<file path="src/hw/rtl/tsg_pkg.sv">
// Shared types and constants for the Taylor-series sine generator.
// No dependencies; imported by the controller, datapath and top level.
package tsg_pkg;

    localparam int PhaseW = 32;
    localparam int SampleW = 10;
    localparam int DacW = 16;
    localparam int OpW = 33;
    localparam int ProdW = 2 * OpW;

    localparam logic [PhaseW-1:0] PhaseStepReset = 32'd4294967;

    localparam logic signed [OpW-1:0] PiQ28 = 33'sd843314856;
    localparam logic signed [OpW-1:0] OneQ30 = 33'sd1073741824;
    localparam logic signed [OpW-1:0] C3Q30 = -33'sd178956971;
    localparam logic signed [OpW-1:0] C5Q30 = 33'sd8947849;
    localparam logic signed [OpW-1:0] C7Q30 = -33'sd213044;
    localparam logic signed [OpW-1:0] C9Q30 = 33'sd2959;
    localparam logic signed [OpW-1:0] C11Q30 = -33'sd27;

    localparam logic [3:0] FrameTop = 4'hF;

    typedef enum logic [1:0] {
        ST_IDLE,
        ST_MUL,
        ST_WB,
        ST_FIN
    } state_t;

    typedef enum logic [2:0] {
        STEP_ANGLE,
        STEP_SQUARE,
        STEP_H9,
        STEP_H7,
        STEP_H5,
        STEP_H3,
        STEP_H1,
        STEP_SINE
    } step_t;

    typedef struct packed {
        logic  start;
        logic  mul_en;
        logic  wb_en;
        logic  out_load;
        step_t step;
    } dp_cmd_t;

    typedef struct packed {
        logic out_free;
    } dp_sts_t;

    function automatic logic signed [OpW-1:0] horner_coef(step_t s);
        logic signed [OpW-1:0] c;
        unique case (s)
            STEP_H9: c = C9Q30;
            STEP_H7: c = C7Q30;
            STEP_H5: c = C5Q30;
            STEP_H3: c = C3Q30;
            STEP_H1: c = OneQ30;
            default: c = '0;
        endcase
        return c;
    endfunction

endpackage

</file>
<file path="src/hw/rtl/taylor_sine_wave_generator.sv">
// Top level of the Taylor-series sine generator: controller plus datapath.
// Depends on tsg_pkg, tsg_ctrl, tsg_dp.
//
//   channel  direction  handshake            payload
//   s_       in         s_valid / s_ready    s_restart
//   m_       out        m_valid / m_ready    m_sample, m_dac_word
//   cfg_     in         cfg_valid/cfg_ready  cfg_data (phase_step)
//
// m_valid rises after the beat passes through eight products on the single
// shared multiplier, each a multiply step and a writeback step, and then the
// load of the output register. s_ready is high only while the sequencer is
// idle, so no new beat is taken before the previous one is loaded; the load
// waits while an earlier result is still held with m_ready low, and the next
// beat is taken while a loaded result is held.
// Synchronous active-low reset: phase 0, phase_step 4294967, no result held.
module taylor_sine_wave_generator (
    input  logic                          aclk,
    input  logic                          aresetn,
    input  logic                          s_valid,
    output logic                          s_ready,
    input  logic                          s_restart,
    output logic                          m_valid,
    input  logic                          m_ready,
    output logic [tsg_pkg::SampleW-1:0]   m_sample,
    output logic [tsg_pkg::DacW-1:0]      m_dac_word,
    input  logic                          cfg_valid,
    output logic                          cfg_ready,
    input  logic [tsg_pkg::PhaseW-1:0]    cfg_data
);
    import tsg_pkg::*;

    dp_cmd_t cmd;
    dp_sts_t sts;

    tsg_ctrl u_ctrl (
        .aclk    (aclk),
        .aresetn (aresetn),
        .s_valid (s_valid),
        .s_ready (s_ready),
        .sts     (sts),
        .cmd     (cmd)
    );

    tsg_dp u_dp (
        .aclk      (aclk),
        .aresetn   (aresetn),
        .cmd       (cmd),
        .sts       (sts),
        .s_restart (s_restart),
        .cfg_valid (cfg_valid),
        .cfg_data  (cfg_data),
        .m_valid   (m_valid),
        .m_ready   (m_ready),
        .m_sample  (m_sample)
    );

    assign cfg_ready  = 1'b1;
    assign m_dac_word = {FrameTop, m_sample, 2'b00};

endmodule

</file>
<file path="src/hw/rtl/tsg_ctrl.sv">
// Sequencer for the sine generator: accepts a beat, walks the eight
// multiply/writeback steps, then hands the result to the output register.
// Depends on tsg_pkg.
module tsg_ctrl (
    input  logic             aclk,
    input  logic             aresetn,
    input  logic             s_valid,
    output logic             s_ready,
    input  tsg_pkg::dp_sts_t sts,
    output tsg_pkg::dp_cmd_t cmd
);
    import tsg_pkg::*;

    state_t state_reg, state_next;
    step_t  step_reg, step_next;

    always_ff @(posedge aclk) begin
        if (!aresetn) begin
            state_reg <= ST_IDLE;
            step_reg  <= STEP_ANGLE;
        end else begin
            state_reg <= state_next;
            step_reg  <= step_next;
        end
    end

    always_comb begin
        state_next = state_reg;
        step_next  = step_reg;
        unique case (state_reg)
            ST_IDLE: begin
                if (s_valid) begin
                    state_next = ST_MUL;
                    step_next  = STEP_ANGLE;
                end
            end
            ST_MUL: state_next = ST_WB;
            ST_WB: begin
                if (step_reg == STEP_SINE) begin
                    state_next = ST_FIN;
                end else begin
                    state_next = ST_MUL;
                    step_next  = step_t'(step_reg + 3'd1);
                end
            end
            ST_FIN: begin
                if (sts.out_free) begin
                    state_next = ST_IDLE;
                end
            end
            default: state_next = ST_IDLE;
        endcase
    end

    always_comb begin
        s_ready      = 1'b0;
        cmd          = '0;
        cmd.step     = step_reg;
        unique case (state_reg)
            ST_IDLE: begin
                s_ready   = 1'b1;
                cmd.start = s_valid;
            end
            ST_MUL:  cmd.mul_en = 1'b1;
            ST_WB:   cmd.wb_en = 1'b1;
            ST_FIN:  cmd.out_load = sts.out_free;
            default: cmd = '0;
        endcase
    end

endmodule

</file>
<file path="src/hw/rtl/tsg_dp.sv">
// Datapath for the sine generator: phase accumulator, one shared 33x33
// multiplier with registered product, Horner registers and output register.
// Depends on tsg_pkg.
module tsg_dp (
    input  logic                          aclk,
    input  logic                          aresetn,
    input  tsg_pkg::dp_cmd_t              cmd,
    output tsg_pkg::dp_sts_t              sts,
    input  logic                          s_restart,
    input  logic                          cfg_valid,
    input  logic [tsg_pkg::PhaseW-1:0]    cfg_data,
    output logic                          m_valid,
    input  logic                          m_ready,
    output logic [tsg_pkg::SampleW-1:0]   m_sample
);
    import tsg_pkg::*;

    logic [PhaseW-1:0]         phase_reg, step_reg, work_reg;
    logic signed [OpW-1:0]     t_reg, u_reg, p_reg;
    logic signed [33:0]        s_reg;
    logic signed [ProdW-1:0]   prod_reg;
    logic                      valid_reg;
    logic [SampleW-1:0]        sample_reg;

    logic [PhaseW-1:0]         work_next;
    logic signed [OpW-1:0]     op_a, op_b, coef;
    logic signed [ProdW-1:0]   prod_next;
    logic signed [33:0]        prod_q28;
    logic signed [33:0]        p_sum;
    logic signed [34:0]        x_w;
    logic signed [44:0]        y_w;
    logic signed [13:0]        v_w;
    logic [SampleW-1:0]        sample_next;

    assign work_next = s_restart ? '0 : phase_reg;

    always_comb begin
        unique case (cmd.step)
            STEP_ANGLE: begin
                op_a = {~work_reg[31], ~work_reg[31], work_reg[30:0]};
                op_b = PiQ28;
            end
            STEP_SQUARE: begin
                op_a = t_reg;
                op_b = t_reg;
            end
            STEP_SINE: begin
                op_a = p_reg;
                op_b = t_reg;
            end
            default: begin
                op_a = p_reg;
                op_b = u_reg;
            end
        endcase
    end

    assign prod_next = op_a * op_b;
    assign prod_q28  = prod_reg[61:28];
    assign coef      = horner_coef(cmd.step);
    assign p_sum     = prod_q28 + {coef[OpW-1], coef};

    // sample = floor(1023 * (2^30 - s) / 2^31), clamped
    assign x_w = 35'sd1073741824 - {s_reg[33], s_reg};
    assign y_w = {x_w, 10'b0} - {{10{x_w[34]}}, x_w};
    assign v_w = y_w[44:31];

    always_comb begin
        if (v_w[13]) begin
            sample_next = '0;
        end else if (v_w[12:10] != 3'd0) begin
            sample_next = '1;
        end else begin
            sample_next = v_w[9:0];
        end
    end

    always_ff @(posedge aclk) begin
        if (!aresetn) begin
            phase_reg <= '0;
            step_reg  <= PhaseStepReset;
            valid_reg <= 1'b0;
        end else begin
            if (cfg_valid) begin
                step_reg <= cfg_data;
            end
            if (cmd.start) begin
                phase_reg <= work_next + step_reg;
            end
            if (cmd.out_load) begin
                valid_reg <= 1'b1;
            end else if (m_ready) begin
                valid_reg <= 1'b0;
            end
        end
    end

    always_ff @(posedge aclk) begin
        if (cmd.start) begin
            work_reg <= work_next;
            p_reg    <= C11Q30;
        end
        if (cmd.mul_en) begin
            prod_reg <= prod_next;
        end
        if (cmd.wb_en) begin
            unique case (cmd.step)
                STEP_ANGLE:  t_reg <= prod_reg[63:31];
                STEP_SQUARE: u_reg <= prod_reg[60:28];
                STEP_SINE:   s_reg <= prod_q28;
                default:     p_reg <= p_sum[OpW-1:0];
            endcase
        end
        if (cmd.out_load) begin
            sample_reg <= sample_next;
        end
    end

    assign sts.out_free = !valid_reg || m_ready;
    assign m_valid      = valid_reg;
    assign m_sample     = sample_reg;

endmodule

</file>
<file path="config.mk">
export PLATFORM = sky130hd
export DESIGN_NAME = taylor_sine_wave_generator
export DESIGN_NICKNAME = d
export VERILOG_FILES = /design/src/hw/rtl/tsg_pkg.sv /design/src/hw/rtl/taylor_sine_wave_generator.sv /design/src/hw/rtl/tsg_ctrl.sv /design/src/hw/rtl/tsg_dp.sv
export SDC_FILE = /design/constraint.sdc
export NUM_CORES = 2
export LEC_CHECK = 0
export BUFFER_PORTS_ARGS = -buffer_cell sky130_fd_sc_hd__buf_2
export CORE_MARGIN = 4
export CORE_UTILIZATION = 55
export DETAILED_ROUTE_END_ITERATION = 7
export PLACE_DENSITY = 0.81
export SLEW_MARGIN = 20
export SYNTH_ARGS = -nofsm -noshare
export SYNTH_HDL_FRONTEND = slang
export SYNTH_HIERARCHICAL = 1
export SYNTH_SLANG_ARGS = --single-unit
</file>
<file path="constraint.sdc">
create_clock -name aclk -period 11 [get_ports aclk]
set_input_delay 0.55 -clock aclk [delete_from_list [all_inputs] [get_ports aclk]]
set_output_delay 0.55 -clock aclk [all_outputs]
set_load 0.005 [all_outputs]
</file>
==> impl_metrics.ini <==
[worst_setup_path]
max_stage_delay_ns = 1.00
reg2reg_depth = 31
path_depth = 31
timing.rr.start = u_ctrl/step_reg[1]
path_common_cell = fa_1
regToRegSetupSlack_ns = 0.46
worstReg2RegEnd = u_dp/prod_reg[63]
worst-path-max-fanout = 17
cp_top_family = adder cells
crit_buf_inv = 7
end_kind = register
cp.arrival_ns = 10.85
start_kind = register
cpMaxStageDelayCell = o22ai_2
critPathKind = register to register
required_ns = 11.32

[place]
hpwl_um = 127600
io_buffer_count = 59
place_congestion = 1.038

[clocking]
root_buffer = clkbuf_16
cts.clk_slew.worst_paths_ns = 0.06
clk-insertion-delay-late_ns = 0.57
cts_setup_buffers = 0
postCtsHoldBufs = 0
cts_tree = done
cts_resized = 0
cts.sinks = 281
htree_levels = 1
cts_max_path_buffers = 3
cts_buffers = 30

[floorplan]
die_h_um = 316.0
die_w_um = 316.0
dieArea_um2 = 99860
num_rows = 112
core_um2 = 93750
initial_core_util_pct = 55.65
ioPinCount = 67

[drt]
vias_per_cell = 5.936
dr.pass1.iters = 8
finalWirelength_um = 161500
wl_per_cell_um = 23.63
first_iter_violations = 4714
vias = 40560
drtAntennaViolNets = 0
drc_errors = 11

[timing]
setup_viol = 0
rsz0062_at_grt = no
drv_slew = 0
finalSetupTns_ns = 0
hold_viol = 0
finClkSkew_ns = 0.009406
min_period_ns = 10.54
maxSlewHeadroom_pct = 15.33
worst_slew_pin_slew_ns = 1.270
min_period_over_period_pct = 95.80
max_freq_mhz = 94.89

[finish]
layout_commonest_cell = inv_1
fin_nets = 7021
area_growth_pct = 6.007
layout_common_cells = inv_1 (1,151), fa_1 (1,126), nor2_1 (675)
largest_reg_flops = 36
drive_gt1_share_pct = 5.863

[yosys]
synthDistinctLibCells = 91
netlist_instances = 5556
synth_edf_count = 178
synth_area_um2 = 52180
async_flop_share_pct = 0
ys_seq_elements = 281
yosys_most_used_dff = edfxtp_1
syn_area_per_cell_um2 = 9.391
ys_warn_count = 6
ys_seq_area_share_pct = 14.20

[hold_path]
min_to = u_dp/step_reg[15]
hp-class = primary input to register
min_path_cells = 3
min_from = cfg_data[15]

[global_routing]
grt_pass1_wl_um = 249300
grt.total_usage_pct = 33.16
overflow = 0
antenna_found_initial = 2
grt_max_degree = 79
first_global_vias = 43350

[run]
max_cap_viol_count = 0

[status]
violations = design-rule violations
status = complete, but fails checks
-- metal layers --
metal | GRT usage (%) | up-vias | routed length [um]
met2 | 49.43 | 2710 | 68800
met5 | 0 | - | 34
li1 | - | 16960 | -
met1 | 41.08 | 19990 | 55060
met4 | 22.36 | 4 | 14710
met3 | 11.29 | 901 | 22840
-- area by class of cell --
cell class	count	area (um^2)
Tap cell	1254	1569
Clock buffer	46	872.1
Clock inverter	10	85.08
Multi-Input combinational cell	3874	39550
Timing Repair Buffer	215	1504
Fill cell	7733	38440
Sequential cell	281	7408
Inverter	1151	4320
Antenna cell	2	5.005
-- synth_stat cells (11+ instances only) --
library cell     n  area [um^2]
nand3_1         33        165.2
and3_1          20        125.1
o22ai_1         18        112.6
nand2_1        616         2312
and2_1          16        100.1
dfxtp_1        103         2062
o21ai_0         94        470.5
fa_1          1126        22540
mux2i_1         89        890.9
nand2b_1        24        150.1
nand4_1         19        118.9
o22a_1          12        105.1
nor3_1          46        230.2
edfxtp_1       178         5345
nor2_1         677         2541
a211oi_1        14        105.1
ha_1           304         3804
xnor2_1        100        875.8
buf_1           13        48.80
o211ai_1        12        90.09
o21a_1          30        225.2
clkbuf_1       218        818.3
a22o_1          16        140.1
or3_1           15        93.84
xor2_1          54        473.0
nand3b_1        11        82.58
a21oi_1        158        790.8
inv_1         1151         4320
a22oi_1         15        112.6
a31oi_1         19        118.9
nor2b_1         97        606.8
buf_4           18        135.1
a21o_1          92        690.7
-- tightest hold or removal path: cells and delay by family --
| family | cells | cell delay [ns] |
|---|---|---|
| buf+inv | 1 | 0.08 |
| simple gates | 1 | 0.06 |
| mux | 1 | 0.05 |
-- worst max-delay path by stage --
stage / slack (ns) / from / end
finish: 0.46 / u_ctrl/step_reg[1] / u_dp/prod_reg[63]
global route: 0.06 / u_ctrl/step_reg[1] / u_dp/prod_reg[63]
CTS: 0.70 / u_ctrl/step_reg[1] / u_dp/prod_reg[63]
global placement: 0.91 / u_ctrl/step_reg[1] / u_dp/prod_reg[63]
detailed placement: 0.75 / u_ctrl/step_reg[1] / u_dp/prod_reg[63]
floorplan: 1.47 / u_ctrl/step_reg[2] / u_dp/prod_reg[62]
-- logic make-up (layout without fill, tap and decap cells) --
family,after synthesis,count (layout),share of synthesized area (%)
AOI/OAI and AO/OA,575,575,7.422
xor gates and xnor gates,154,154,2.585
adders and majority gates,1430,1430,50.49
buffers and inverters,1406,1422,10.29
DFF,281,281,14.20
muxes,90,90,1.729
other,2,9,0.01439
and+or+nand+nor,1618,1618,13.27
-- metrics by stage --
step / cells / hold slack, ns / utilization (%) / setup slack (ns) / instance area, um^2
floorplan: 5561 / 0.4003 / - / 1.474 / 52200
global placement: 6774 / 0.4459 / 57.93 / 0.9088 / 54310
detailed placement: 6775 / 0.4452 / 57.95 / 0.7478 / 54330
CTS: 6831 / 0.1918 / 58.97 / 0.7042 / 55280
global route: 6831 / 0.2143 / 58.99 / 0.06091 / 55310
finish: 6833 / 0.2016 / 59.00 / 0.4619 / 55310
Power is left out: the tool's default activity adds up to more than one toggle a clock period on the data nets, which glitch-free logic cannot reach.
